$ cat config.mk
export PLATFORM = sky130hd
export DESIGN_NAME = pressure_start_detector_flat
export DESIGN_NICKNAME = d
export VERILOG_FILES = /design/src/design/psd_pkg.sv /design/src/design/psd_intf.sv /design/src/design/psd_cfg_regs.sv /design/src/design/psd_core.sv /design/src/design/pressure_start_detector.sv /design/src/flat_wrapper.sv
export SDC_FILE = /design/constraint.sdc
export NUM_CORES = 1
export LEC_CHECK = 0
export BUFFER_PORTS_ARGS = -buffer_cell sky130_fd_sc_hd__buf_2
export CORE_MARGIN = 5
export CORE_UTILIZATION = 30
export CTS_CLUSTER_DIAMETER = 30
export CTS_CLUSTER_SIZE = 30
export DETAILED_ROUTE_END_ITERATION = 8
export GPL_TIMING_DRIVEN = 0
export PLACE_DENSITY = 0.45
export SLEW_MARGIN = 15
export SYNTH_ARGS = -nofsm -noshare
export SYNTH_HDL_FRONTEND = slang
export SYNTH_SLANG_ARGS = --single-unit
$ cat constraint.sdc
create_clock -name clk -period 5.8 [get_ports clk]
set_input_delay 1.16 -clock clk [delete_from_list [all_inputs] [get_ports clk]]
set_output_delay 1.16 -clock clk [all_outputs]
set_load 0.01 [all_outputs]
$ cat src/design/psd_pkg.sv
// Package for the pressure start detector.
// Holds field widths, configuration register indexes and shared structs.
// No dependencies; every other file depends on it.
package psd_pkg;

    // Fixed field widths of the channels.
    localparam int PRESSURE_W = 16;
    localparam int THR_W      = 15;
    localparam int LIMIT_W    = 8;
    localparam int AMOUNT_W   = 15;
    localparam int CFG_IDX_W  = 8;
    localparam int CFG_DATA_W = 32;

    // Configuration register indexes.
    localparam logic [CFG_IDX_W-1:0] REG_DETECT_MODE     = 8'd0;
    localparam logic [CFG_IDX_W-1:0] REG_SPEED_THRESHOLD = 8'd1;
    localparam logic [CFG_IDX_W-1:0] REG_CONFIRM_LIMIT   = 8'd2;
    localparam logic [CFG_IDX_W-1:0] REG_DROP_THRESHOLD  = 8'd3;

    // Reset values of the configuration registers.
    localparam logic               RST_DETECT_MODE     = 1'b0;
    localparam logic [THR_W-1:0]   RST_SPEED_THRESHOLD = 15'd4;
    localparam logic [LIMIT_W-1:0] RST_CONFIRM_LIMIT   = 8'd3;
    localparam logic [THR_W-1:0]   RST_DROP_THRESHOLD  = 15'd40;

    // Detection modes.
    localparam logic MODE_DROP  = 1'b0;
    localparam logic MODE_SPEED = 1'b1;

    // Item function codes.
    localparam logic FUNC_SAMPLE = 1'b0;
    localparam logic FUNC_REARM  = 1'b1;

    // Saturation limit of the reported amount.
    localparam logic [AMOUNT_W-1:0] AMOUNT_MAX = 15'h7fff;

    // Current configuration as seen by the detector.
    typedef struct packed {
        logic               detect_mode;
        logic [THR_W-1:0]   speed_threshold;
        logic [LIMIT_W-1:0] confirm_limit;
        logic [THR_W-1:0]   drop_threshold;
    } cfg_t;

    // One result item.
    typedef struct packed {
        logic                started;
        logic                fired_now;
        logic [AMOUNT_W-1:0] trigger_amount;
    } res_t;

endpackage

$ cat src/design/psd_intf.sv
// Channel interfaces of the pressure start detector: samples, results and
// configuration writes, each with a valid/ready handshake.
// Depends on psd_pkg.
interface psd_in_if;
    logic                             valid;
    logic                             ready;
    logic                             func;
    logic [psd_pkg::PRESSURE_W-1:0]   pressure;

    modport source (output valid, output func, output pressure, input ready);
    modport sink   (input valid, input func, input pressure, output ready);
endinterface

interface psd_out_if;
    logic                             valid;
    logic                             ready;
    logic                             started;
    logic                             fired_now;
    logic [psd_pkg::AMOUNT_W-1:0]     trigger_amount;

    modport source (output valid, output started, output fired_now,
                    output trigger_amount, input ready);
    modport sink   (input valid, input started, input fired_now,
                    input trigger_amount, output ready);
endinterface

interface psd_cfg_if;
    logic                             valid;
    logic                             ready;
    logic [psd_pkg::CFG_IDX_W-1:0]    index;
    logic [psd_pkg::CFG_DATA_W-1:0]   data;

    modport source (output valid, output index, output data, input ready);
    modport sink   (input valid, input index, input data, output ready);
endinterface

$ cat src/design/psd_cfg_regs.sv
// Configuration register file of the pressure start detector.
// Decodes register writes and holds the four settings.
// Depends on psd_pkg.
module psd_cfg_regs (
    input  logic                             clk,
    input  logic                             rst_n,
    input  logic                             wr_en,
    input  logic [psd_pkg::CFG_IDX_W-1:0]    wr_index,
    input  logic [psd_pkg::CFG_DATA_W-1:0]   wr_data,
    output psd_pkg::cfg_t                    cfg
);
    import psd_pkg::*;

    cfg_t cfg_reg;
    cfg_t cfg_next;

    // Write decode; unknown indexes leave the registers unchanged.
    always_comb
    begin
        cfg_next = cfg_reg;
        if (wr_en)
        begin
            unique case (wr_index)
                REG_DETECT_MODE:     cfg_next.detect_mode     = wr_data[0];
                REG_SPEED_THRESHOLD: cfg_next.speed_threshold = wr_data[THR_W-1:0];
                REG_CONFIRM_LIMIT:   cfg_next.confirm_limit   = wr_data[LIMIT_W-1:0];
                REG_DROP_THRESHOLD:  cfg_next.drop_threshold  = wr_data[THR_W-1:0];
                default:             cfg_next = cfg_reg;
            endcase
        end
    end

    always_ff @(posedge clk or negedge rst_n)
    begin
        if (!rst_n)
        begin
            cfg_reg.detect_mode     <= RST_DETECT_MODE;
            cfg_reg.speed_threshold <= RST_SPEED_THRESHOLD;
            cfg_reg.confirm_limit   <= RST_CONFIRM_LIMIT;
            cfg_reg.drop_threshold  <= RST_DROP_THRESHOLD;
        end
        else
        begin
            cfg_reg <= cfg_next;
        end
    end

    assign cfg = cfg_reg;

endmodule

$ cat src/design/psd_core.sv
// Detection core of the pressure start detector.
// Holds the tracking state and computes one result per stepped item.
// Depends on psd_pkg.
module psd_core #(
    parameter int SAMPLE_BITS = 16
) (
    input  logic                             clk,
    input  logic                             rst_n,
    input  logic                             step,
    input  logic                             func,
    input  logic [psd_pkg::PRESSURE_W-1:0]   pressure,
    input  psd_pkg::cfg_t                    cfg,
    output psd_pkg::res_t                    res
);
    import psd_pkg::*;

    // Comparison width: holds a signed sample difference and a threshold.
    localparam int CMP_W = ((SAMPLE_BITS > THR_W) ? SAMPLE_BITS : THR_W) + 1;

    logic [SAMPLE_BITS-1:0] prev_reg, prev_next;
    logic [SAMPLE_BITS-1:0] base_reg, base_next;
    logic [LIMIT_W-1:0]     count_reg, count_next;
    logic                   seeded_reg, seeded_next;
    logic                   latched_reg, latched_next;

    logic [SAMPLE_BITS-1:0] smp;
    logic [SAMPLE_BITS-1:0] delta;
    logic [SAMPLE_BITS-1:0] diff_base;
    logic [CMP_W-1:0]       delta_ext;
    logic [CMP_W-1:0]       drop_ext;
    logic [CMP_W-1:0]       speed_thr_ext;
    logic [CMP_W-1:0]       drop_thr_ext;
    logic                   speed_hit;
    logic                   drop_hit;
    logic                   below_base;
    logic [LIMIT_W-1:0]     count_inc;
    logic [AMOUNT_W-1:0]    delta_sat;
    logic [AMOUNT_W-1:0]    drop_sat;

    // Fit the pressure field to the sample width.
    generate
        if (SAMPLE_BITS > PRESSURE_W)
        begin : g_widen
            assign smp = {{(SAMPLE_BITS-PRESSURE_W){1'b0}}, pressure};
        end
        else if (SAMPLE_BITS == PRESSURE_W)
        begin : g_same
            assign smp = pressure;
        end
        else
        begin : g_narrow
            assign smp = pressure[SAMPLE_BITS-1:0];
        end
    endgenerate

    // Wrapping differences and their threshold compares.
    assign delta         = smp - prev_reg;
    assign diff_base     = smp - base_reg;
    assign below_base    = diff_base[SAMPLE_BITS-1];
    assign delta_ext     = {{(CMP_W-SAMPLE_BITS){delta[SAMPLE_BITS-1]}}, delta};
    assign drop_ext      = below_base ? '0
                         : {{(CMP_W-SAMPLE_BITS){1'b0}}, diff_base};
    assign speed_thr_ext = {{(CMP_W-THR_W){1'b0}}, cfg.speed_threshold};
    assign drop_thr_ext  = {{(CMP_W-THR_W){1'b0}}, cfg.drop_threshold};
    assign speed_hit     = $signed(delta_ext) > $signed(speed_thr_ext);
    assign drop_hit      = $signed(drop_ext) > $signed(drop_thr_ext);
    assign count_inc     = count_reg + LIMIT_W'(1);

    // Saturate the amounts; both are non-negative whenever they are reported.
    assign delta_sat = (delta_ext[CMP_W-1:AMOUNT_W] != '0) ? AMOUNT_MAX
                     : delta_ext[AMOUNT_W-1:0];
    assign drop_sat  = (drop_ext[CMP_W-1:AMOUNT_W] != '0) ? AMOUNT_MAX
                     : drop_ext[AMOUNT_W-1:0];

    // Next state and result for the current item.
    always_comb
    begin
        prev_next         = prev_reg;
        base_next         = base_reg;
        count_next        = count_reg;
        seeded_next       = seeded_reg;
        latched_next      = latched_reg;
        res.fired_now     = 1'b0;
        res.trigger_amount = '0;

        if (func == FUNC_REARM)
        begin
            prev_next    = '0;
            base_next    = '0;
            count_next   = '0;
            seeded_next  = 1'b0;
            latched_next = 1'b0;
        end
        else if (!latched_reg && (smp != '0))
        begin
            if (cfg.detect_mode == MODE_SPEED)
            begin
                prev_next = smp;
                if (prev_reg != '0)
                begin
                    if (speed_hit)
                    begin
                        count_next = count_inc;
                        if (count_inc >= cfg.confirm_limit)
                        begin
                            latched_next       = 1'b1;
                            res.fired_now      = 1'b1;
                            res.trigger_amount = delta_sat;
                        end
                    end
                    else
                    begin
                        count_next = '0;
                    end
                end
            end
            else
            begin
                if (!seeded_reg)
                begin
                    base_next   = smp;
                    seeded_next = 1'b1;
                end
                else
                begin
                    if (below_base)
                    begin
                        base_next = smp;
                    end
                    if (drop_hit)
                    begin
                        latched_next       = 1'b1;
                        res.fired_now      = 1'b1;
                        res.trigger_amount = drop_sat;
                    end
                end
            end
        end
        res.started = latched_next;
    end

    // Tracking state advances once per stepped item.
    always_ff @(posedge clk or negedge rst_n)
    begin
        if (!rst_n)
        begin
            prev_reg    <= '0;
            base_reg    <= '0;
            count_reg   <= '0;
            seeded_reg  <= 1'b0;
            latched_reg <= 1'b0;
        end
        else if (step)
        begin
            prev_reg    <= prev_next;
            base_reg    <= base_next;
            count_reg   <= count_next;
            seeded_reg  <= seeded_next;
            latched_reg <= latched_next;
        end
    end

endmodule

$ cat src/design/pressure_start_detector.sv
// Top level of the pressure start detector.
// Instantiates psd_cfg_regs and psd_core; uses psd_pkg and the psd_*_if channels.
//
// Usage:
//   sample : sink channel; each transfer is a pressure sample (func = 0) or a
//            rearm command (func = 1) that clears all tracking state.
//   result : source channel; exactly one transfer per sample transfer, in
//            order, carrying started, fired_now and trigger_amount.
//   cfg    : register write channel, always ready; write only while idle.
//            Index 0 detect_mode, 1 speed_threshold, 2 confirm_limit,
//            3 drop_threshold.
// A sample transfer goes first into the input register, then through the
// detection logic into the result register, where the tracking state
// updates. Throughput is one item per cycle while the result channel is
// not stalled.
// A stalled result holds its register; the input register still takes one
// more item, and sample.ready drops only when both registers are full.
// Reset clears the tracking state, empties both registers and loads the
// configuration defaults (drop mode, thresholds 4 and 40, limit 3).
module pressure_start_detector #(
    parameter int SAMPLE_BITS = 16
) (
    input  logic       clk,
    input  logic       rst_n,
    psd_in_if.sink     sample,
    psd_out_if.source  result,
    psd_cfg_if.sink    cfg
);
    import psd_pkg::*;

    logic                  in_valid_reg, in_valid_next;
    logic                  in_func_reg;
    logic [PRESSURE_W-1:0] in_pressure_reg;
    logic                  out_valid_reg, out_valid_next;
    res_t                  out_reg;
    res_t                  core_res;
    cfg_t                  cfg_cur;
    logic                  out_free;
    logic                  step;
    logic                  in_take;

    // Configuration registers.
    assign cfg.ready = 1'b1;

    psd_cfg_regs u_cfg_regs (
        .clk      (clk),
        .rst_n    (rst_n),
        .wr_en    (cfg.valid),
        .wr_index (cfg.index),
        .wr_data  (cfg.data),
        .cfg      (cfg_cur)
    );

    // Handshake control of the two registers.
    assign out_free      = !out_valid_reg || result.ready;
    assign step          = in_valid_reg && out_free;
    assign sample.ready  = !in_valid_reg || out_free;
    assign in_take       = sample.valid && sample.ready;
    assign in_valid_next = in_take ? 1'b1 : (step ? 1'b0 : in_valid_reg);
    assign out_valid_next = out_free ? in_valid_reg : out_valid_reg;

    always_ff @(posedge clk or negedge rst_n)
    begin
        if (!rst_n)
        begin
            in_valid_reg  <= 1'b0;
            out_valid_reg <= 1'b0;
        end
        else
        begin
            in_valid_reg  <= in_valid_next;
            out_valid_reg <= out_valid_next;
        end
    end

    // Input register payload.
    always_ff @(posedge clk)
    begin
        if (in_take)
        begin
            in_func_reg     <= sample.func;
            in_pressure_reg <= sample.pressure;
        end
    end

    // Detection logic and tracking state.
    psd_core #(
        .SAMPLE_BITS (SAMPLE_BITS)
    ) u_core (
        .clk      (clk),
        .rst_n    (rst_n),
        .step     (step),
        .func     (in_func_reg),
        .pressure (in_pressure_reg),
        .cfg      (cfg_cur),
        .res      (core_res)
    );

    // Result register payload.
    always_ff @(posedge clk)
    begin
        if (step)
        begin
            out_reg <= core_res;
        end
    end

    assign result.valid          = out_valid_reg;
    assign result.started        = out_reg.started;
    assign result.fired_now      = out_reg.fired_now;
    assign result.trigger_amount = out_reg.trigger_amount;

endmodule

$ cat src/flat_wrapper.sv
// flat-port wrapper written by rule: the top's interface ports become plain ports
module pressure_start_detector_flat import psd_pkg::*;
#(
    parameter int SAMPLE_BITS = 16
)
  (clk, rst_n, sample_valid, sample_func, sample_pressure, sample_ready, result_valid, result_started, result_fired_now, result_trigger_amount, result_ready, cfg_valid, cfg_index, cfg_data, cfg_ready);
  psd_in_if sample_i ();
  psd_out_if result_i ();
  psd_cfg_if cfg_i ();
  input  logic clk;
  input  logic rst_n;
  input wire logic [$bits(sample_i.valid)-1:0] sample_valid;
  input wire logic [$bits(sample_i.func)-1:0] sample_func;
  input wire logic [$bits(sample_i.pressure)-1:0] sample_pressure;
  output wire logic [$bits(sample_i.ready)-1:0] sample_ready;
  output wire logic [$bits(result_i.valid)-1:0] result_valid;
  output wire logic [$bits(result_i.started)-1:0] result_started;
  output wire logic [$bits(result_i.fired_now)-1:0] result_fired_now;
  output wire logic [$bits(result_i.trigger_amount)-1:0] result_trigger_amount;
  input wire logic [$bits(result_i.ready)-1:0] result_ready;
  input wire logic [$bits(cfg_i.valid)-1:0] cfg_valid;
  input wire logic [$bits(cfg_i.index)-1:0] cfg_index;
  input wire logic [$bits(cfg_i.data)-1:0] cfg_data;
  output wire logic [$bits(cfg_i.ready)-1:0] cfg_ready;
  assign sample_i.valid = sample_valid;
  assign sample_i.func = sample_func;
  assign sample_i.pressure = sample_pressure;
  assign sample_ready = sample_i.ready;
  assign result_valid = result_i.valid;
  assign result_started = result_i.started;
  assign result_fired_now = result_i.fired_now;
  assign result_trigger_amount = result_i.trigger_amount;
  assign result_i.ready = result_ready;
  assign cfg_i.valid = cfg_valid;
  assign cfg_i.index = cfg_index;
  assign cfg_i.data = cfg_data;
  assign cfg_ready = cfg_i.ready;
  pressure_start_detector #(.SAMPLE_BITS(SAMPLE_BITS)) u_core (.clk(clk), .rst_n(rst_n), .sample(sample_i), .result(result_i), .cfg(cfg_i));
endmodule
* Word-level counts from Yosys, hierarchy flattened
Cells that the tools add are included.
Operators by class: add/subtract/negate cells 3, $mul 0, div/mod/pow operators 0, order comparisons 3, eq/ne operators 5, shifts and indexed selects 0, mux-type cells 35, bitwise gates (word level) 1, reduce and logical (&&, ||, !) cells 25
Operators by type and width (number):
- 2-to-1 mux 16 bit | 14
- 2-to-1 mux 15 bit | 3
- 2-to-1 mux 8 bit | 5
- nonzero test 16 bit | 2
- subtractor 16 bit | 2
- equality test 8 x 2 -> 1 bit, second input constant | 2
- greater-than comparator 16 bit | 1
- greater-than comparator 15 bit | 1
- 2-to-1 mux 1 bit | 13
- adder 8 x 1 -> 8 bit, second input constant | 1
- equality test 8 x 1 -> 1 bit, second input constant | 1
- greater-or-equal comparator 8 bit | 1
- zero test 8 bit | 1
- AND reduction 2 bit | 4
- AND reduction 4 bit | 2
- nonzero test 2 bit | 4
- AND reduction 3 bit | 2
- logical AND 1 bit | 3
- zero test 1 bit | 3
- inequality test 3 x 1 -> 1 bit, second input constant | 1
- logical OR 1 bit | 2
- inequality test 2 x 1 -> 1 bit, second input constant | 1
- nonzero test 2 bit, first input constant | 1
- OR reduction 2 bit | 1
- NOT 1 bit | 1
Word-level totals: register bits after elaboration 117, bits in latches 0, bits in writable memories 0, memory bits (read-only) 0, input port bits 62, output and inout port bits 20, word-level logic and storage cells 88, memories kept 0

* Logic depth before layout (Yosys ltp)
Gate-level depths: netlist (run 1).
depth after elaboration 8, depth in mapped cells 21, depth with buffers taken out 20

* By module
Synthesis (run 1) repeated with hierarchy kept, for this count alone.
Second synthesis, totals: cell total of the unflattened synthesis 697, area, all modules 7526.0 um^2
Modules (own cells, without submodules):
- psd_core | instances 1, cells each 566, area each 4768.3 um^2, seq. area each 1051.0 um^2
- psd_cfg_regs | instances 1, cells each 87, area each 1621.6 um^2, seq. area each 982.2 um^2
- pressure_start_detector | instances 1, cells each 44, area each 1136.1 um^2, seq. area each 1071.0 um^2

* Worst setup path before layout (run 1)
Ideal clock, no wire load.
path kind register to register, start point reg u_core.in_pressure_reg[4], end point reg u_core.out_reg, in the netlist u_core.result.trigger_amount[4], data pin, setup time 0.257 ns, data arrival time 4.076 ns, data required time 5.543 ns, setup slack 1.467 ns, cell stages (with the launch flop) 20, buffers on the path 2, period minus slack after synthesis 4.333 ns, path through edfxtp_1 ha_1 a21o_1 nor3_2 a211oi_2 o41ai_4 nor2_1 a211o_1 buf_6 or2_2 ha_1 nand4_1 or4_1 nand3_1 nor2_1 a31oi_1 nand2b_1 inv_1 clkbuf_1 a32o_1
On the way: word-level cells in the longest chain between the ends 6, elaborated cells on any way between the ends 17, those cells by class add/sub (2); order compare (2); mux (9); bitwise (1); reduce/logical (3)
RTL lines:
- start: declaration | RTL line pressure_start_detector.sv:33 | logic [PRESSURE_W-1:0] in_pressure_reg;
- start signal: assignment | RTL line pressure_start_detector.sv:82 | in_pressure_reg <= sample.pressure;
- subtractor 16 bit (on tied branches) | RTL line psd_core.sv:58, psd_core.sv:57
- 2-to-1 mux 15 bit (on tied branches) | RTL line psd_core.sv:61, psd_core.sv:70
- greater-than comparator 15 bit (tied with other cells) | RTL line psd_core.sv:66 | assign drop_hit = $signed(drop_ext) > $signed(drop_thr_ext);
- 2-to-1 mux 16 bit (on tied branches) | RTL line psd_core.sv:130, psd_core.sv:101
- 2-to-1 mux 16 bit (on tied branches) | RTL line psd_core.sv:119, psd_core.sv:99
- 2-to-1 mux 16 bit | RTL line psd_core.sv:96 | if (cfg.detect_mode == MODE_SPEED)
- end signal: assignment | RTL line pressure_start_detector.sv:104 | out_reg <= core_res;
- end: declaration | RTL line pressure_start_detector.sv:35 | res_t out_reg;
Parallel ways exist; a longest one is shown, timed or not. A chain may end at the register's enable or synchronous reset.

* Worst setup path after layout (run 1)
start point reg u_core.in_pressure_reg[2], end point reg u_core.out_reg, in the netlist u_core.result.trigger_amount[4], data pin
The elaborated chain is that of the path after synthesis.

==> run_results.csv, run 1 <==
group,metric,value,unit
setup_path,critPathLaunchType,"flip-flop",
clocking,ctsResizeCount,0,
setup_path,end_kind,"flip-flop",
power_and_ir_drop,p_leak,3.792,nW
sta,timing.slew.headroom,32.46,%
layout,utilization,36.21,%
clocking,htree_num_levels,4,
synth,yosysSeqAreaShare,43.24,%
setup_path,reg2reg_slack,0.31,ns
floorplanning,rows,56,
layout,diodes,0,
setup_path,required,5.95,ns
layout,num-fill-cells,2460,
job,drv_cap,0,
clocking,cts_made_buffers,17,
placement,dpl.hpwl,15100,um
sta,period_share,94.72,%
setup_path,crit_slowest_cell,"edfxtp_1",
synth,syn_area,7179,um^2
setup_path,cp_slowest_stage_delay,0.55,ns
global_route,grt-ovfl-total,0,
synth,synth_top_area_cell,"dfrtp_1",
setup_path,reg2reg_depth,19,
layout,layout-drive-gt1-share,17.12,%
placement,place_congestion,0.7975,
floorplanning,start_util,30.50,%
sta,finalSetupViolCount,0,
sta,tns,0,ns
floorplanning,die_area,27120,um^2
drt,viasPerCell,4.844,
global_route,antenna_found_initial,0,
drt,vias,5449,
setup_path,cp_max_fo,10,
setup_path,reg2reg_from,"u_core.in_pressure_reg[2]",
clocking,cts-hold-fix-buffers,0,
clocking,cts.sinks,117,
floorplanning,io_pins,82,
setup_path,crit_end,"u_core.result.trigger_amount[4]",
floorplanning,die_width,164.7,um
synth,synthCells,710,
global_route,grt_max_degree,43,
synth,async_flop_share,70.94,%
drt,wire_per_inst,17.35,um
clocking,clock_latency,0.43,ns
floorplanning,dieHeight,164.7,um
power_and_ir_drop,cellPowerDensity,316.6,nW/um^2
synth,synth_flop_cell,"dfrtp_1",
sta,rsz0062_at_grt,"no",
outcome,status,"completed",
synth,synth_top_area_share,27.19,%
setup_path,cp-startpoint,"u_core.in_pressure_reg[2]",
clocking,cts_tree,"done",
synth,synth_commonest_cells,"inv_1 (81), dfrtp_1 (78), ha_1 (70)",
placement,placed_cell_area,7924,um^2
synth,ys_ff_latch,117,
layout,nets,927,
sta,drv_slew,0,
clocking,clk_pin_slew,0.06,ns
clocking,clockRootBuffer,"clkbuf_16",
setup_path,arrival,5.65,ns
synth,syn_nets,844,
min_path,hold_path.class,"reg2reg",
global_route,groute.usage.overall,15.06,%
sta,fmax,182.0,MHz
sta,worst_pin_slew,1.005,ns
sta,finalHoldViolations,0,
sta,timing.final.crit_period,5.494,ns
sta,whs,0.4891,ns
placement,io_buffers,63,
floorplanning,fp.coreArea,23540,um^2
drt,drt-pass1-iter-count,5,
drt,antenna_left,0,
synth,synth_cell_types,62,
layout,final_area,8526,um^2
setup_path,rr_endpoint,"u_core.result.trigger_amount[4]",
global_route,grt_pass1_wl,31040,um
power_and_ir_drop,vdd_ir_drop_max,0.2146,mV
layout,largest_register_ffs,39,
global_route,first_global_vias,5406,
synth,synth-edff-count,34,
synth,synth.avg_cell_area,10.11,um^2
sta,fin_skew,0.01728,ns
drt,routed_wl,19520,um
layout,area_growth,18.75,%
drt,drc_errors,0,
synth,ys_top_cells_by_area,"dfrtp_1 (27%), edfxtp_1 (14%), ha_1 (12%)",
setup_path,crit_chain,"ha_1 > o211ai_1 > a21o_1 > a211oi_2 > o41ai_4 > nor2_1 > a211o_1 > buf_6 > a211oi_1 > ha_1 > nand3_1 > a21oi_1 > a211oi_1 > o211ai_1 > a31oi_1 > nand2b_1 > inv_1 > clkbuf_1 > a32o_1",
clocking,cts_setup_buffers,0,
clocking,cts_buffer_depth,2,
synth,synth.most_common_cell,"inv_1",
setup_path,crit_type,"reg2reg",
drt,drt-initial-drc-count,297,
synth,ys_warn_count,0,
## through the flow
step / power [W] / setup WS, ns / instances
global placement: 0.001616 / 0.3869 / 1092
CTS: 0.002735 / 0.3894 / 1125
detailed placement: 0.001619 / 0.4190 / 1093
floorplan: 0.001408 / 1.467 / 710
finish: 0.002699 / 0.3060 / 1125
global route: 0.002855 / 0.1127 / 1125
## worst min-delay path by stage
stage	startpoint	to	slack (ns)	cells past startpoint
after floorplan	u_core.in_valid_reg	u_core.result.valid	0.46	1
after global placement	u_core.in_valid_reg	u_core.result.valid	0.48	1
after detailed placement	u_core.in_valid_reg	u_core.result.valid	0.49	1
after CTS	u_core.in_valid_reg	u_core.result.valid	0.50	1
after global routing	u_core.u_core.base_reg[5]	u_core.u_core.base_reg[5]	0.52	1
final	u_core.in_valid_reg	u_core.result.valid	0.49	1
## layout make-up
class                   count  area [um^2]  area share, %
clock inverters             9        123.9          1.453
plain buffers              20        102.6          1.203
inverters                  81        304.0          3.566
well taps                 319        399.1          4.682
multi-input cells         492         3669          43.03
flip-flops and latches    117         3104          36.41
clock buffers              23        478.0          5.606
repair buffers             64        345.3          4.050
## cell usage in the layout (no fill, tap or decap), drive strengths merged, types with 6 or more instances in the layout
cell    Yosys  routed
o211ai      7       7
nand4       8       8
a21oi      35      35
a211oi      6       6
a21o       10      10
nand2b     30      30
inv        81      82
o21ai      51      51
a22o       16      16
xnor2      23      23
ha         70      70
nand2      45      45
a32o       15      15
nor2       38      38
clkbuf     12      35
nor4       13      13
nor3       11      11
o21a        9       9
edfxtp     34      34
dfrtp      78      78
buf         8      72
nor2b       6       6
nand3      14      14
xor2       10      10
mux2       24      24
## per-layer routing
layer	wire length (um)	track usage, %	up-vias	part of all wire, %
met2	8745	23.07	79	45
met3	669	3.144	11	3.4
met5	0	0	-	0
met4	214	3.932	0	1.1
met1	9891	21.67	2643	51
li1	-	-	2716	-
## critical path: cells and delay by family (launching register included)
family	cells	cell delay, ns
buffers and inverters	3	0.52
AOI/OAI and AO/OA	11	2.82
and+or+nand+nor	3	0.59
DFF	1	0.55
adders and majority gates	2	0.73
## cells by family (layout without fill, tap and decap cells)
| group | Yosys count | count (layout) | synth area share (%) |
|---|---|---|---|
| flip-flops | 117 | 117 | 43.24 |
| other | 1 | 1 | 0.05223 |
| adder cells (fa/ha/maj) | 72 | 72 | 12.76 |
| AND/OR/NAND/NOR | 183 | 183 | 13.09 |
| buffers and inverters | 101 | 197 | 5.664 |
| AO/OA/AOI/OAI | 178 | 178 | 17.27 |
| XOR/XNOR | 33 | 33 | 4.026 |
| multiplexers | 25 | 25 | 3.904 |
## report_power, final
group	switching [W]	internal [W]	total (W)
clock network	0.000388	0.000707	0.00110
registers	0.0000456	0.000913	0.000959
logic	0.000389	0.000256	0.000645
Note: power is estimated with default switching activity, not from simulation.
==> run 2: changes to the inputs <==
MAX_ROUTING_LAYER = met4   (was not set)
PLACE_DENSITY = 0.51   (was 0.45)
==> run 2 against run 1 <==
- worst hold slack better by 0.012 ns
- total power is 1.7% lower
- critical path depth stayed put
- global-route usage is 0.21 points higher
- worst setup slack better by 0.14 ns
- count of clock-buffer cells in the layout is 1 higher
- die area stayed put
- maximum frequency is 2.5% higher
- critical path type unchanged
- critical endpoint unchanged
- largest power group unchanged
==> run_results.csv, run 2 (synthesis results as in run 1) <==
group,metric,value,unit
outcome,status,"completed",
power_and_ir_drop,vdd_ir_drop_max,0.1886,mV
setup_path,reg2reg_slack,0.44,ns
clocking,clockRootBuffer,"clkbuf_16",
setup_path,critPathLaunchType,"flip-flop",
clocking,cts.sinks,117,
floorplanning,fp.coreArea,23540,um^2
drt,drt-pass1-iter-count,5,
clocking,cts-hold-fix-buffers,0,
power_and_ir_drop,cellPowerDensity,311.8,nW/um^2
placement,place_congestion,0.8603,
layout,num-fill-cells,2433,
global_route,first_global_vias,5370,
setup_path,crit_chain,"ha_1 > o211ai_1 > a21o_1 > a211oi_2 > o41ai_4 > nor2_1 > a211o_1 > buf_6 > nor3_1 > ha_1 > nand4_1 > or4_1 > nand3_1 > nor2_1 > a31oi_1 > nand2b_1 > inv_1 > clkbuf_1 > a32o_1",
setup_path,cp.depth,19,
drt,drc_errors,0,
sta,timing.final.crit_period,5.357,ns
setup_path,path_buf_inv,3,
sta,finalSetupViolCount,0,
floorplanning,die_area,27120,um^2
clocking,htree_num_levels,4,
setup_path,required,5.96,ns
clocking,clock_latency,0.42,ns
layout,area_growth,18.54,%
sta,timing.slew.headroom,35.90,%
setup_path,reg2reg_depth,19,
setup_path,crit_type,"reg2reg",
sta,drv_slew,0,
drt,drt-initial-drc-count,393,
setup_path,cp_max_fo,10,
layout,utilization,36.15,%
sta,worst_pin_slew,0.9535,ns
floorplanning,io_pins,82,
clocking,cts_setup_buffers,0,
layout,layout-drive-gt1-share,17.12,%
global_route,grt-ovfl-total,0,
drt,wire_per_inst,16.92,um
floorplanning,start_util,30.50,%
drt,vias,5488,
setup_path,arrival,5.52,ns
min_path,hold_path.class,"reg2reg",
sta,rsz0062_at_grt,"no",
placement,dpl.hpwl,14690,um
clocking,cts_buffer_depth,2,
floorplanning,die_width,164.7,um
min_path,hold_depth,1,
sta,fmax,186.7,MHz
sta,period_share,92.37,%
sta,tns,0,ns
drt,antenna_left,0,
drt,routed_wl,19040,um
layout,diodes,0,
setup_path,cp_slowest_stage_delay,0.54,ns
layout,layout_common_cells,"inv_1 (81), dfrtp_1 (78), ha_1 (70), buf_2 (66), o21ai_0 (47)",
clocking,ctsResizeCount,0,
sta,fin_skew,0.01142,ns
placement,io_buffers,63,
clocking,cts_tree,"done",
setup_path,cp_top_family,"compound AO/OA/AOI/OAI gates",
global_route,grt_pass1_wl,30640,um
layout,final_common_cell,"inv_1",
floorplanning,dieHeight,164.7,um
clocking,cts_made_buffers,17,
setup_path,end_kind,"flip-flop",
setup_path,crit_slowest_cell,"or4_1",
sta,finalHoldViolations,0,
global_route,groute.usage.overall,15.27,%
layout,largest_register_ffs,39,
power_and_ir_drop,p_leak,3.785,nW
floorplanning,rows,56,
clocking,clk_pin_slew,0.06,ns
global_route,antenna_found_initial,0,
layout,nets,927,
global_route,grt_max_degree,47,
drt,viasPerCell,4.878,
job,drv_cap,0,
## run 2: cell count changes in the layout (fill, tap and decap cells not counted)
cell,delta
bufinv_16,-1
clkbuf_8,+1
clkinv_2,-1
inv_4,+1
## run 2: per-layer routing
metal,track usage [%],part of all wire (%),wire length (um),vias to the layer above
met5,-,0,0,-
met4,5.217,1.7,318,0
met3,2.571,3.2,611,23
met2,22.55,45,8635,89
met1,21.30,50,9472,2652
li1,-,-,-,2724
## run 2: stage by stage
stage | hold slack [ns] | worst slack, ns | instances | area, um^2 | power [W]
5_1_grt | 0.5122 | 0.1487 | 1125 | 8511 | 0.002815
6_report | 0.5012 | 0.4426 | 1125 | 8511 | 0.002653
2_1_floorplan | 0.4572 | 1.467 | 710 | 7179 | 0.001408
3_3_place_gp | 0.4881 | 0.5301 | 1092 | 7894 | 0.001605
4_1_cts | 0.5063 | 0.5153 | 1125 | 8511 | 0.002683
3_5_place_dp | 0.4904 | 0.5273 | 1093 | 7924 | 0.001611
## run 2: path summary, 6_finish.rpt
check / start / to
worst max-delay path: u_core.in_pressure_reg[2] / u_core.result.trigger_amount[4]
worst min-delay path: u_core.in_valid_reg / u_core.result.valid
worst max register to register: u_core.in_pressure_reg[2] / u_core.result.trigger_amount[4]
worst min register to register: u_core.in_valid_reg / u_core.result.valid
max in group asynchronous: rst_n / u_core.u_cfg_regs.cfg[15]
min in group asynchronous: rst_n / u_core.u_cfg_regs.cfg[17]
## run 2: report_power, final
group,internal [W],switching (W)
sequential,0.000913,0.0000461
clock,0.000676,0.000382
combinational,0.000255,0.000381
total,0.00184,0.000809
## run 2: area by class of cell
cell class,instances,area [um^2],area share [%]
Sequential cell,117,3104,36.47
Buffer,20,102.6,1.206
Clock inverter,8,95.09,1.117
Inverter,81,304.0,3.572
Multi-Input combinational cell,492,3669,43.11
Tap cell,319,399.1,4.690
Timing Repair Buffer,64,345.3,4.058
Clock buffer,24,491.7,5.778
